[src/hdl/assert_macros.svh]
// assertion macros used by the deframer rtl (sfd_deframer)
`ifndef ASSERT_MACROS_SVH
`define ASSERT_MACROS_SVH

// property checked at every clock edge outside reset
`define SFD_ASSERT(lbl, prop, msg) \
  lbl: assert property (@(posedge clk_i) disable iff (!rst_ni) (prop)) else $error(msg);

// consequent checked in the cycle after the antecedent
`define SFD_ASSERT_NEXT(lbl, ante, cons, msg) \
  lbl: assert property (@(posedge clk_i) disable iff (!rst_ni) (ante) |=> (cons)) \
    else $error(msg);

`endif

[src/hdl/sfd_pkg.sv]
// shared types and constants of the sweep frame deframer
`timescale 1ns / 1ps
`default_nettype none

package sfd_pkg;

  localparam int unsigned FrameLen   = 7;
  localparam int unsigned StoreDepth = FrameLen - 1;
  localparam int unsigned PosW       = 3;
  localparam int unsigned RunW       = 3;

  localparam logic [7:0]      SyncByte = 8'hff;
  localparam logic [PosW-1:0] LastPos  = PosW'(FrameLen - 1);
  localparam logic [RunW-1:0] LockRun  = RunW'(FrameLen - 1);

  // configuration register indexes
  localparam int unsigned     CfgIdxW         = 2;
  localparam logic [CfgIdxW-1:0] CfgWatchStation = 2'd0;
  localparam logic [CfgIdxW-1:0] CfgWatchSensor  = 2'd1;

  typedef enum logic [1:0] {
    KIND_SWEEP = 2'd0,
    KIND_AUX   = 2'd1,
    KIND_SYNC  = 2'd2,
    KIND_ERROR = 2'd3
  } frame_kind_e;

  // one decoded frame handed from the deframer to the rest of the block
  typedef struct packed {
    logic        valid;
    frame_kind_e kind;
    logic [3:0]  station;
    logic [1:0]  sensor;
    logic        sweep;
    logic [7:0]  rotation;
    logic [31:0] angle;
  } sfd_result_t;

endpackage

`default_nettype wire

[src/hdl/sweep_frame_deframer_unit.sv]
// top level of the sweep frame deframer
//
// in channel: one received byte per request on rx_byte_i, valid/ready.
// out channel: one request per completed 7-byte frame carrying kind, the
// unpacked sweep fields (zero unless a sweep frame) and the two watched
// angles as they stand after that frame. bytes that complete no frame
// give no output request.
// cfg channel: cfg_index_i selects watch_station (0) or watch_sensor (1),
// always ready; write only while the block is idle.
// path: an accepted byte waits in the input register until the decode pass
// fires, which writes its result into the output register to be offered.
// throughput: one byte per cycle while no result waits, set by the single
// decode pass between the input register and the output register.
// stall: while a result waits, the decode pass halts and the input
// register holds one byte; in_ready_o falls once both are full.
// reset: hunting for lock, watch registers and watched angles zero, both
// channels empty.
`timescale 1ns / 1ps
`default_nettype none

module sweep_frame_deframer_unit (
  input  wire logic                        clk_i,
  input  wire logic                        rst_ni,
  input  wire logic                        in_valid_i,
  output logic                             in_ready_o,
  input  wire logic [7:0]                  rx_byte_i,
  output logic                             out_valid_o,
  input  wire logic                        out_ready_i,
  output logic [1:0]                       frame_kind_o,
  output logic [3:0]                       station_o,
  output logic [1:0]                       sensor_index_o,
  output logic                             sweep_index_o,
  output logic [7:0]                       rotation_count_o,
  output logic [31:0]                      angle_bits_o,
  output logic [31:0]                      watched_first_o,
  output logic [31:0]                      watched_second_o,
  input  wire logic                        cfg_valid_i,
  output logic                             cfg_ready_o,
  input  wire logic [sfd_pkg::CfgIdxW-1:0] cfg_index_i,
  input  wire logic [7:0]                  cfg_data_i
);
  import sfd_pkg::*;

  logic        in_valid_q, in_valid_d;
  logic [7:0]  byte_q;
  logic        out_valid_q, out_valid_d;
  logic        out_free;
  logic        fire;
  sfd_result_t result;
  logic [31:0] watched_first, watched_second;
  logic [1:0]  kind_q;
  logic [3:0]  station_q;
  logic [1:0]  sensor_q;
  logic        sweep_q;
  logic [7:0]  rotation_q;
  logic [31:0] angle_q, wfirst_q, wsecond_q;

  assign cfg_ready_o = 1'b1;

  // handshake between input register and output register
  assign out_free   = !out_valid_q || out_ready_i;
  assign fire       = in_valid_q && out_free;
  assign in_ready_o = !in_valid_q || out_free;

  always_comb begin
    in_valid_d = in_valid_q;
    if (in_valid_i && in_ready_o) begin
      in_valid_d = 1'b1;
    end else if (fire) begin
      in_valid_d = 1'b0;
    end
    out_valid_d = out_valid_q;
    if (fire && result.valid) begin
      out_valid_d = 1'b1;
    end else if (out_ready_i) begin
      out_valid_d = 1'b0;
    end
  end

  always_ff @(posedge clk_i or negedge rst_ni) begin
    if (!rst_ni) begin
      in_valid_q  <= 1'b0;
      out_valid_q <= 1'b0;
    end else begin
      in_valid_q  <= in_valid_d;
      out_valid_q <= out_valid_d;
    end
  end

  // input byte register
  always_ff @(posedge clk_i) begin
    if (in_valid_i && in_ready_o) begin
      byte_q <= rx_byte_i;
    end
  end

  sfd_deframer u_deframer (
    .clk_i    (clk_i),
    .rst_ni   (rst_ni),
    .fire_i   (fire),
    .byte_i   (byte_q),
    .result_o (result)
  );

  sfd_watch u_watch (
    .clk_i            (clk_i),
    .rst_ni           (rst_ni),
    .cfg_we_i         (cfg_valid_i),
    .cfg_index_i      (cfg_index_i),
    .cfg_data_i       (cfg_data_i),
    .result_i         (result),
    .watched_first_o  (watched_first),
    .watched_second_o (watched_second)
  );

  // result register
  always_ff @(posedge clk_i) begin
    if (fire && result.valid) begin
      kind_q     <= result.kind;
      station_q  <= result.station;
      sensor_q   <= result.sensor;
      sweep_q    <= result.sweep;
      rotation_q <= result.rotation;
      angle_q    <= result.angle;
      wfirst_q   <= watched_first;
      wsecond_q  <= watched_second;
    end
  end

  assign out_valid_o      = out_valid_q;
  assign frame_kind_o     = kind_q;
  assign station_o        = station_q;
  assign sensor_index_o   = sensor_q;
  assign sweep_index_o    = sweep_q;
  assign rotation_count_o = rotation_q;
  assign angle_bits_o     = angle_q;
  assign watched_first_o  = wfirst_q;
  assign watched_second_o = wsecond_q;

endmodule

`default_nettype wire

[src/hdl/sfd_deframer.sv]
// byte hunting, frame gathering and frame check
`timescale 1ns / 1ps
`default_nettype none

module sfd_deframer (
  input  wire logic                clk_i,
  input  wire logic                rst_ni,
  input  wire logic                fire_i,
  input  wire logic [7:0]          byte_i,
  output sfd_pkg::sfd_result_t     result_o
);
  import sfd_pkg::*;
  `include "assert_macros.svh"

  logic            locked_q, locked_d;
  logic [RunW-1:0] ff_run_q, ff_run_d;
  logic [PosW-1:0] pos_q, pos_d;
  logic            all_ff_q, all_ff_d;
  logic [7:0]      xor_q, xor_d;
  logic [7:0]      store_q [StoreDepth];
  logic            is_ff;
  logic            store_we;

  assign is_ff    = (byte_i == SyncByte);
  assign store_we = fire_i && locked_q && (pos_q != LastPos);

  // next state and frame decode
  always_comb begin
    locked_d = locked_q;
    ff_run_d = ff_run_q;
    pos_d    = pos_q;
    all_ff_d = all_ff_q;
    xor_d    = xor_q;
    result_o = '0;
    if (fire_i) begin
      if (!locked_q) begin
        if (is_ff) begin
          if (ff_run_q == LockRun) begin
            locked_d = 1'b1;
            ff_run_d = '0;
            pos_d    = '0;
            all_ff_d = 1'b1;
            xor_d    = '0;
          end else begin
            ff_run_d = ff_run_q + 1'b1;
          end
        end else begin
          ff_run_d = '0;
        end
      end else if (pos_q != LastPos) begin
        xor_d = xor_q ^ byte_i;
        if (!is_ff) begin
          all_ff_d = 1'b0;
        end
        pos_d = pos_q + 1'b1;
      end else begin
        result_o.valid = 1'b1;
        if (all_ff_q && is_ff) begin
          result_o.kind = KIND_SYNC;
        end else if (xor_q != byte_i) begin
          result_o.kind = KIND_ERROR;
          locked_d      = 1'b0;
          ff_run_d      = '0;
        end else if (store_q[0][7]) begin
          result_o.kind = KIND_AUX;
        end else begin
          result_o.kind     = KIND_SWEEP;
          result_o.station  = store_q[0][3:0];
          result_o.sensor   = store_q[0][5:4];
          result_o.sweep    = store_q[0][6];
          result_o.rotation = store_q[1];
          result_o.angle    = {store_q[5], store_q[4], store_q[3], store_q[2]};
        end
        pos_d    = '0;
        all_ff_d = 1'b1;
        xor_d    = '0;
      end
    end
  end

  // control state
  always_ff @(posedge clk_i or negedge rst_ni) begin
    if (!rst_ni) begin
      locked_q <= 1'b0;
      ff_run_q <= '0;
      pos_q    <= '0;
      all_ff_q <= 1'b1;
      xor_q    <= '0;
    end else begin
      locked_q <= locked_d;
      ff_run_q <= ff_run_d;
      pos_q    <= pos_d;
      all_ff_q <= all_ff_d;
      xor_q    <= xor_d;
    end
  end

  // frame byte store, written at the current byte position
  always_ff @(posedge clk_i) begin
    if (store_we) begin
      store_q[pos_q] <= byte_i;
    end
  end

  `SFD_ASSERT(a_run_idle_when_locked, locked_q |-> (ff_run_q == '0), "ff run counting while locked")
  `SFD_ASSERT(a_result_only_locked, result_o.valid |-> locked_q, "frame result while hunting")
  `SFD_ASSERT_NEXT(a_error_drops_lock, result_o.valid && (result_o.kind == KIND_ERROR), !locked_q, "lock kept after check error")
  `SFD_ASSERT(a_pos_in_frame, pos_q <= LastPos, "byte position past frame end")

endmodule

`default_nettype wire

[src/hdl/sfd_watch.sv]
// watch registers and capture of watched sweep angles
`timescale 1ns / 1ps
`default_nettype none

module sfd_watch (
  input  wire logic                         clk_i,
  input  wire logic                         rst_ni,
  input  wire logic                         cfg_we_i,
  input  wire logic [sfd_pkg::CfgIdxW-1:0]  cfg_index_i,
  input  wire logic [7:0]                   cfg_data_i,
  input  wire sfd_pkg::sfd_result_t         result_i,
  output logic [31:0]                       watched_first_o,
  output logic [31:0]                       watched_second_o
);
  import sfd_pkg::*;

  logic [7:0]  watch_station_q;
  logic [7:0]  watch_sensor_q;
  logic [31:0] first_q, first_d;
  logic [31:0] second_q, second_d;
  logic        hit;

  // match on the watched station and sensor, zero extended
  assign hit = result_i.valid && (result_i.kind == KIND_SWEEP)
            && ({4'b0, result_i.station} == watch_station_q)
            && ({6'b0, result_i.sensor} == watch_sensor_q);

  always_comb begin
    first_d  = first_q;
    second_d = second_q;
    if (hit) begin
      if (result_i.sweep) begin
        second_d = result_i.angle;
      end else begin
        first_d = result_i.angle;
      end
    end
  end

  // values after this frame go out with its result
  assign watched_first_o  = first_d;
  assign watched_second_o = second_d;

  always_ff @(posedge clk_i or negedge rst_ni) begin
    if (!rst_ni) begin
      watch_station_q <= '0;
      watch_sensor_q  <= '0;
      first_q         <= '0;
      second_q        <= '0;
    end else begin
      first_q  <= first_d;
      second_q <= second_d;
      if (cfg_we_i) begin
        case (cfg_index_i)
          CfgWatchStation: watch_station_q <= cfg_data_i;
          CfgWatchSensor:  watch_sensor_q  <= cfg_data_i;
          default: ;
        endcase
      end
    end
  end

endmodule

`default_nettype wire

[config.mk]
export PLATFORM = sky130hd
export DESIGN_NAME = sweep_frame_deframer_unit
export DESIGN_NICKNAME = d
export VERILOG_FILES = /design/src/hdl/sfd_pkg.sv /design/src/hdl/sweep_frame_deframer_unit.sv /design/src/hdl/sfd_deframer.sv /design/src/hdl/sfd_watch.sv
export VERILOG_INCLUDE_DIRS = /design/src /design/src/hdl
export SDC_FILE = /design/constraint.sdc
export NUM_CORES = 1
export LEC_CHECK = 0
export BUFFER_PORTS_ARGS = -buffer_cell sky130_fd_sc_hd__buf_2
export CAP_MARGIN = 25
export CORE_MARGIN = 3
export CORE_UTILIZATION = 37
export DETAILED_ROUTE_END_ITERATION = 12
export GPL_TIMING_DRIVEN = 0
export PLACE_DENSITY = 0.64
export SYNTH_ARGS = -nofsm -noshare
export SYNTH_HDL_FRONTEND = slang
export SYNTH_SLANG_ARGS = --single-unit
[constraint.sdc]
create_clock -name clk_i -period 8.5 [get_ports clk_i]
set_input_delay 1.275 -clock clk_i [delete_from_list [all_inputs] [get_ports clk_i]]
set_output_delay 1.275 -clock clk_i [all_outputs]
set_load 0.02 [all_outputs]
Yosys cells after proc, flatten, opt, wreduce, memory -nomap -nowiden
Memories as Yosys holds them, arrays and structs flattened.
Cells that the tools add are included.
{"block": "op_classes", "n_bitwise": 3, "n_eq_ne": 11, "add_sub_neg": 2, "reduce_logical": 25, "muxes": 44}
{"cell": "$mux 50", "count": 3}
{"cell": "$mux 47", "count": 3}
{"cell": "$mux 32", "count": 4}
{"cell": "$mux 8", "count": 4}
{"cell": "$mux 3", "count": 10}
{"cell": "$mux 1", "count": 18}
{"cell": "$logic_and 1x1->1", "count": 9}
{"cell": "$eq 2x8->1", "count": 1}
{"cell": "$eq 4x8->1", "count": 1}
{"cell": "$eq 8x8->1 const B", "count": 1}
{"cell": "$ne 8x8->1", "count": 1}
{"cell": "$reduce_and 4->1", "count": 2}
{"cell": "$reduce_bool 2->1", "count": 4}
{"cell": "$xor 8x8->8", "count": 1}
{"cell": "$add 3x1->3 const B", "count": 2}
{"cell": "$ne 2x2->1 const B", "count": 3}
{"cell": "$ne 3x3->1 const B", "count": 2}
{"cell": "$reduce_or 6->1", "count": 1}
{"cell": "$logic_not 2->1", "count": 2}
{"cell": "$mux 2", "count": 2}
{"cell": "$reduce_and 2->1", "count": 2}
{"cell": "$eq 3x3->1 const B", "count": 1}
{"cell": "$reduce_and 3->1", "count": 1}
{"cell": "$eq 2x1->1 const B", "count": 1}
{"cell": "3 further kinds", "count": 6}
{"block": "totals", "input_bits": 23, "word_cells": 106, "out_inout_bits": 116, "mem_bits_rw": 48, "n_memories": 1, "register_bits": 219}
{"memory": "u_deframer.store_q", "words": 6, "word_bits": 8, "rd": 6, "rd_clocked_by_memory_dff": 0, "wr": 1, "line": "sfd_deframer.sv:20", "source": "logic [7:0] store_q [StoreDepth];"}

Depth between registers and ports, before layout
Gate-level depths: netlist of the first run.
An unclocked memory read counts as a cell.
{"block": "depth", "depth_word": 12, "ltp_mapped": 8, "depth_no_buf": 5}

Modules after synthesis
A second synthesis of the first run with hierarchy kept.
{"block": "unflattened", "cells_unflattened": 544, "hier_area_um2": 9755.6}
{"module": "sweep_frame_deframer_unit", "cells_each": 133, "seq_area_each_um2": 3683.5, "instances": 1, "area_each_um2": 3756.1}
{"module": "sfd_watch", "cells_each": 185, "seq_area_each_um2": 2001.9, "instances": 1, "area_each_um2": 3205.6}
{"module": "sfd_deframer", "cells_each": 226, "seq_area_each_um2": 1843.0, "instances": 1, "area_each_um2": 2793.9}

Worst setup path after synthesis of the first run
No wires, ideal clock.
{"block": "synth_path", "path_type": "input to register", "startpoint": "input out_ready_i", "endpoint": "register angle_q[0], in the netlist angle_bits_o[0], enable pin", "setup_time_ns": 0.466, "t_arrival_ns": 4.061, "n_path_buf": 0, "path_slack_ns": 3.973, "required_ns": 8.034, "stages": 3, "cell_sequence": "nand2b_1 -> or3b_4 -> inv_1"}
{"block": "synth_via", "elab_chain_len": 4}
{"element": "start: declaration", "line": "sweep_frame_deframer_unit.sv:28", "source": "input wire logic out_ready_i,"}
{"element": "$logic_or 1x1->1 *", "line": "sweep_frame_deframer_unit.sv:61", "source": "assign out_free = !out_valid_q || out_ready_i;"}
{"element": "$logic_and 1x1->1 *", "line": "sweep_frame_deframer_unit.sv:62", "source": "assign fire = in_valid_q && out_free;"}
{"element": "$mux 50", "line": "sfd_deframer.sv:35", "source": "if (fire_i) begin"}
{"element": "$logic_and 1x1->1 *", "line": "sweep_frame_deframer_unit.sv:118", "source": "if (fire && result.valid) begin"}
{"element": "end signal: assignment", "line": "sweep_frame_deframer_unit.sv:124", "source": "angle_q <= result.angle;"}
{"element": "end: declaration", "line": "sweep_frame_deframer_unit.sv:56", "source": "logic [31:0] angle_q, wfirst_q, wsecond_q;"}
Mark *: on every way between the ends. The rest lies on a longest branch, timed or not.
A chain may end at the register's enable or synchronous reset.

Worst setup path in the final report of the first run
{"block": "layout_path", "startpoint": "input out_ready_i", "endpoint": "output in_ready_o"}
{"block": "layout_via", "elab_chain_len": 2}
{"element": "$logic_or 1x1->1", "line": "sweep_frame_deframer_unit.sv:61"}
{"element": "$logic_or 1x1->1", "line": "sweep_frame_deframer_unit.sv:63", "source": "assign in_ready_o = !in_valid_q || out_free;"}
{"element": "end: declaration", "line": "sweep_frame_deframer_unit.sv:25", "source": "output logic in_ready_o,"}
No other way between the ends.

==> flow_metrics.py, run 1 <==
metrics = {
    "floorplan": {
        "fp.dieH_um": 168,
        "core-area_sq_mm": 0.0255,
        "die_w_um": 168,
        "ioPinCount": 139,
        "initial_utilization_pct": 38.1,
        "rows": 58,
        "dieArea_sq_mm": 0.0283,
    },
    "yosys": {
        "synth_seq_area_share_pct": 77.3,
        "synthArstFlopShare_pct": 36.7,
        "yosys_warnings": 0,
        "netlist.area_leader.share_pct": 52.1,
        "avgSynthCellArea_sq_um": 18.0,
        "ys.flop_type": "edfxtp_1",
        "synth_enable_flop_cells": 169,
        "yosysUniqueCellTypes": 44,
        "syn_area_sq_mm": 0.00973,
        "synth.net_count": 564,
        "synth_largest_area_cell": "edfxtp_1",
        "synth_cells": 541,
        "ys_ff_latch": 267,
        "synth_area_leaders": "edfxtp_1 (52%), dfrtp_1 (25%), mux2_2 (5.7%)",
    },
    "clocking": {
        "path_clk_slew_ns": 0.06,
        "cts-htree-levels": 1,
        "post_cts_buffers": 0,
        "numCtsBuffers": 27,
        "ctsResizeCount": 0,
        "clock_sinks": 267,
        "insertion_delay_ns": 0.53,
        "cts_root_buf": "clkbuf_16",
        "clock_path_buffers": 3,
        "cts_tree": "yes",
        "hold_buffers": 0,
    },
    "power": {
        "power_density_mw_per_mm2": 216,
        "peakVddDrop_mv": 0.147,
        "leakage_nw": 4.62,
    },
    "grt": {
        "grt_max_degree": 68,
        "antenna_found_initial": 0,
        "grt_pass1_wl_mm": 31.0,
        "track_usage_pct": 14.0,
        "first_global_vias": 5307,
        "grt.overflow.total": 0,
    },
    "setup_path": {
        "arrival_ns": 1.72,
        "crit_path_start_kind": "primary input",
        "cp-end-kind": "primary output",
        "path_max_fanout": 3,
        "crit_required_ns": 7.22,
        "crit_type": "primary input to primary output",
    },
    "drt": {
        "routed_via_density": 4.80,
        "ant_nets": 0,
        "top_layer": "met4",
        "dr.pass1.iters": 4,
        "dr_wl_met2_mm": 9.36,
        "wl_per_cell_um": 18.7,
        "wl_met3_mm": 1.07,
        "wirelength_mm": 19.9,
        "wl_met1_mm": 8.94,
        "post-route-drc-count": 0,
        "drt_iter0_markers": 383,
        "vias": 5100,
    },
    "layout": {
        "layout_commonest_cell": "edfxtp_1",
        "final_area_sq_mm": 0.0117,
        "final_cells": 1063,
        "n_antenna_cell": 0,
        "final_layout_size_suffix_gt1_share_pct": 37.9,
        "utilization_pct": 45.9,
        "layout_common_cells": "edfxtp_1 (169), buf_2 (140), dfrtp_1 (97)",
        "area_delta_synth_final_pct": 20.5,
        "final_nets": 735,
    },
    "job": {
        "drv_cap": 0,
    },
    "sta": {
        "drv_slew": 0,
        "setup_viol_count_final": 0,
        "finClkSkew_ns": 0.0124,
        "period_needed_ns": 2.99,
        "rsz0062_at_grt": "no",
        "fmaxAchievable_mhz": 334,
        "finalSetupTns_ns": 0,
        "max_slew_margin_pct": 30.2,
        "timing.final.ws_setup_ns": 5.51,
        "worst_pin_slew_ns": 1.04,
        "finalCritPeriodShare_pct": 35.2,
        "final_hold_viol_count": 0,
    },
    "placed_design": {
        "hpwl_mm": 13.1,
        "numPortBuffers": 137,
        "dpl_cell_area_sq_mm": 0.0109,
        "dp.cells": 1013,
        "dp_worst_setup_slack_ns": 5.01,
        "gp_congestion": 0.769,
    },
    "min_path": {
        "hold_path_class": "flip-flop to flip-flop",
    },
    "outcome": {
        "outcome": "complete, no violations",
    },
}
logic make-up after synthesis:
| family | count (synthesis) | synth area share (%) |
|---|---|---|
| flops | 267 | 77.3 |
| other cells | 1 | 0.0385 |
| buf+inv | 24 | 1.35 |
| xor+xnor | 14 | 1.26 |
| simple gates | 120 | 7.43 |
| compound gates | 35 | 2.16 |
| mux | 80 | 10.4 |
layer usage:
layer / vias up / GRT usage (%)
li1: 2366 / -
met1: 2559 / 19.1
met2: 139 / 22.7
met3: 36 / 2.91
met4: 0 / 4.13
met5: - / 0
state kept, by name, summed over array words and instances (netlist names):
name and count:
u_deframer.xor_q 8, sensor_index_o 2, in_valid_q 1, u_deframer.ff_run_q 3, sweep_index_o 1, u_deframer.store_q 48, frame_kind_o 2, u_deframer.all_ff_q 1
u_watch.watch_sensor_q 8, station_o 4, u_deframer.locked_q 1, u_watch.watch_station_q 8, out_valid_o 1, rotation_count_o 8, u_watch.first_q 32, watched_second_o 32
watched_first_o 32, byte_q 8, angle_bits_o 32, u_deframer.pos_q 3, u_watch.second_q 32
worst max-delay path: stages:
cell	delay, ns
buf_2	0.10
nand3b_1	0.17
buf_2	0.18
synthesized netlist by cell type, types with 2 or more instances:
| master | number |
|---|---|
| a21oi_1 | 3 |
| a31oi_1 | 2 |
| and3_1 | 47 |
| buf_2 | 2 |
| buf_4 | 4 |
| buf_6 | 3 |
| clkbuf_1 | 11 |
| dfrtp_1 | 97 |
| edfxtp_1 | 169 |
| inv_1 | 3 |
| mux2_2 | 49 |
| mux2_4 | 30 |
| nand2_1 | 9 |
| nand2b_1 | 14 |
| nand3_1 | 2 |
| nand3b_1 | 2 |
| nand4_1 | 4 |
| nor2_1 | 17 |
| nor3_1 | 7 |
| nor4_1 | 6 |
| o21ai_0 | 24 |
| or4_1 | 2 |
| xnor2_1 | 6 |
| xor2_1 | 8 |
stage by stage:
step | hold slack (ns) | total power, mW
floorplan | 0.450 | 1.45
global placement | 0.471 | 1.48
detailed placement | 0.478 | 1.48
CTS | 0.491 | 2.57
global route | 0.502 | 2.63
finish | 0.484 | 2.54
report_power, final:
part / internal, mW / switching (mW)
sequential: 1.39 / 0.0191
combinational: 0.0232 / 0.0219
clock: 0.622 / 0.460
total: 2.04 / 0.501
layout make-up:
class,count,area (sq um)
Multi-Input combinational cell,250,2080
Inverter,3,13.8
Fill cell,2225,13800
Clock inverter,15,96.3
Sequential cell,267,7530
Clock buffer,35,716
Buffer,21,120
Timing Repair Buffer,142,761
Tap cell,330,413
final timing paths:
kind	startpoint	end	slack, ns	cells after the start
worst min-delay path	u_watch.first_q[9]	u_watch.first_q[9]	0.48	1
worst min register to register	u_watch.first_q[9]	u_watch.first_q[9]	0.48	1
max in group asynchronous	rst_ni	u_deframer.all_ff_q	6.95	2
worst max register to register	byte_q[3]	watched_first_o[30]	5.51	7
min in group asynchronous	rst_ni	u_watch.second_q[27]	0.79	1
worst max-delay path	out_ready_i	in_ready_o	5.51	3
Power figures use the tool's default switching activity.
==> run 2: changes to the inputs <==
--- a/config.mk
+++ b/config.mk
@@ -12,7 +12,7 @@
 export CORE_UTILIZATION = 37
 export DETAILED_ROUTE_END_ITERATION = 12
 export GPL_TIMING_DRIVEN = 0
-export PLACE_DENSITY = 0.64
+export PLACE_DENSITY = 0.66
 export SYNTH_ARGS = -nofsm -noshare
 export SYNTH_HDL_FRONTEND = slang
 export SYNTH_SLANG_ARGS = --single-unit
==> constraint.sdc (replaced) <==
create_clock -name clk_i -period 2.5 [get_ports clk_i]
set_input_delay 0.375 -clock clk_i [delete_from_list [all_inputs] [get_ports clk_i]]
set_output_delay 0.375 -clock clk_i [all_outputs]
set_load 0.02 [all_outputs]
==> flow_metrics.py, run 2 (same netlist as run 1, synthesis figures left out) <==
metrics = {
    "outcome": {
        "outcome": "complete, no violations",
    },
    "floorplan": {
        "fp.dieH_um": 168,
        "ioPinCount": 139,
        "core-area_sq_mm": 0.0255,
        "die_w_um": 168,
        "dieArea_sq_mm": 0.0283,
        "initial_utilization_pct": 38.1,
        "rows": 58,
    },
    "grt": {
        "grt_max_degree": 65,
        "gr-usage-met3_pct": 2.77,
        "first_global_vias": 5401,
        "met1_usage_pct": 20.6,
        "use_met2_pct": 22.8,
        "grt_most_used_layer": "met2",
        "track_usage_pct": 14.5,
        "antenna_found_initial": 0,
        "grt_pass1_wl_mm": 32.0,
        "grt.overflow.total": 0,
    },
    "min_path": {
        "hold_path_class": "primary input to flip-flop",
    },
    "layout": {
        "multi_input_area_sq_mm": 0.00218,
        "regArea_sq_mm": 0.00753,
        "layout_common_cells": "edfxtp_1 (169), buf_2 (138), dfrtp_1 (95)",
        "area_delta_synth_final_pct": 26.1,
        "final_layout_size_suffix_gt1_share_pct": 41.7,
        "fillers": 2168,
        "final_nets": 768,
        "regMostFlops": "u_deframer.store_q",
        "largest_reg_flops": 48,
        "n_antenna_cell": 0,
        "layout_commonest_cell": "edfxtp_1",
    },
    "sta": {
        "period_needed_ns": 2.44,
        "setup_viol_count_final": 0,
        "worst_pin_slew_ns": 0.993,
        "fin_hold_ws_ns": 0.0288,
        "drv_slew": 0,
        "finalSetupTns_ns": 0,
        "finalCritPeriodShare_pct": 97.7,
        "finClkSkew_ns": 0.00980,
        "rsz0062_at_grt": "yes",
        "max_slew_margin_pct": 33.3,
        "final_hold_viol_count": 0,
        "fmaxAchievable_mhz": 410,
    },
    "setup_path": {
        "crit_required_ns": 2.78,
        "arrival_ns": 2.72,
        "path_cells": "nand3b_4 -> or3b_4 -> nor2_2 -> and4b_1 -> buf_6 -> buf_12 -> mux2_2",
        "cpMaxStageDelayCell": "or3b_4",
        "path_buf_inv": 2,
        "crit_type": "flip-flop to flip-flop",
        "cp-end-kind": "flip-flop",
        "path_max_fanout": 10,
        "crit_path_start_kind": "flip-flop",
        "cp_top_family": "simple AND/OR/NAND/NOR gates",
        "critPathMaxStageDelay_ns": 0.47,
    },
    "drt": {
        "dr.pass1.iters": 4,
        "wirelength_mm": 21.2,
        "post-route-drc-count": 0,
        "ant_nets": 0,
        "vias": 5322,
        "drt_iter0_markers": 384,
        "wl_per_cell_um": 19.3,
        "routed_via_density": 4.85,
    },
    "power": {
        "peakVddDrop_mv": 0.509,
        "power_density_mw_per_mm2": 729,
        "total_power_mw": 8.95,
        "leakage_nw": 4.84,
    },
    "clocking": {
        "cts-htree-levels": 1,
        "path_clk_slew_ns": 0.06,
        "cts_root_buf": "clkbuf_16",
        "insertion_delay_ns": 0.54,
        "clock_sinks": 267,
        "numCtsBuffers": 29,
        "clock_path_buffers": 3,
        "cts_tree": "yes",
    },
    "placed_design": {
        "hpwl_mm": 13.3,
        "gp_congestion": 0.767,
        "numPortBuffers": 137,
    },
    "job": {
        "drv_cap": 0,
    },
}
[run 2: cell types whose count changed in the layout (fill, tap and decap cells not counted), sizes merged]
| cell | delta |
|---|---|
| buf | +20 |
| dlygate4sd3 | +8 |
| clkbuf | +4 |
| clkinvlp | +4 |
| clkinv | -1 |
[run 2: stage by stage]
step / utilization (%) / cells / area (sq um) / setup WS [ns]
5_1_grt: 48.1 / 1098 / 12300 / -0.0241
2_1_floorplan: - / 541 / 9750 / -0.338
3_5_place_dp: 42.9 / 1015 / 11000 / -0.556
4_1_cts: 47.3 / 1091 / 12100 / -0.00141
6_report: 48.1 / 1098 / 12300 / 0.0583
3_3_place_gp: 42.5 / 1008 / 10800 / -1.35
[run 2: cell type report]
class	instances	area share (%)
inverters	3	0.122
flip-flops and latches	267	61.4
clock buffers	37	6.24
multi-input cells	250	17.8
clock inverters	17	1.04
repair buffers	173	8.75
plain buffers	20	1.31
repair inverters	1	0.0408
well taps	330	3.36
[run 2: final timing paths]
| kind | from | end | slack (ns) | depth (start not counted) |
|---|---|---|---|---|
| hold / removal | rx_byte_i[3] | byte_q[3] | 0.03 | 1 |
| setup / recovery | u_deframer.pos_q[0] | watched_first_o[7] | 0.06 | 7 |
| hold reg to reg | u_watch.first_q[9] | u_watch.first_q[9] | 0.49 | 1 |
| min in group asynchronous | rst_ni | u_watch.second_q[27] | 0.35 | 2 |
| setup reg to reg | u_deframer.pos_q[0] | watched_first_o[7] | 0.06 | 7 |
| max in group asynchronous | rst_ni | u_deframer.all_ff_q | 1.39 | 3 |
[run 2: power by group]
group | switching (mW) | leakage (nW) | internal (mW) | total (mW)
Combinational | 0.114 | 1.78 | 0.102 | 0.217
Clock | 1.69 | 0.432 | 2.28 | 3.97
Sequential | 0.0407 | 2.62 | 4.73 | 4.77
[run 2: per-layer routing]
metal | up-vias | wire, um | part of all wire (%)
met1 | 2685 | 9750 | 46
met3 | 47 | 1160 | 5.5
met5 | - | 0 | 0
li1 | 2434 | - | -
met2 | 156 | 9740 | 46
met4 | 0 | 593 | 2.8
[run 2: what timing repair did]
item,in CTS,in global routing
endpoints found under the setup margin,176,135
gates resized for setup,12,24
cloned,0,3
hold buffers,8,0
hold endpoints to repair,41,0
pin swaps,1,9
buffers inserted,14,5
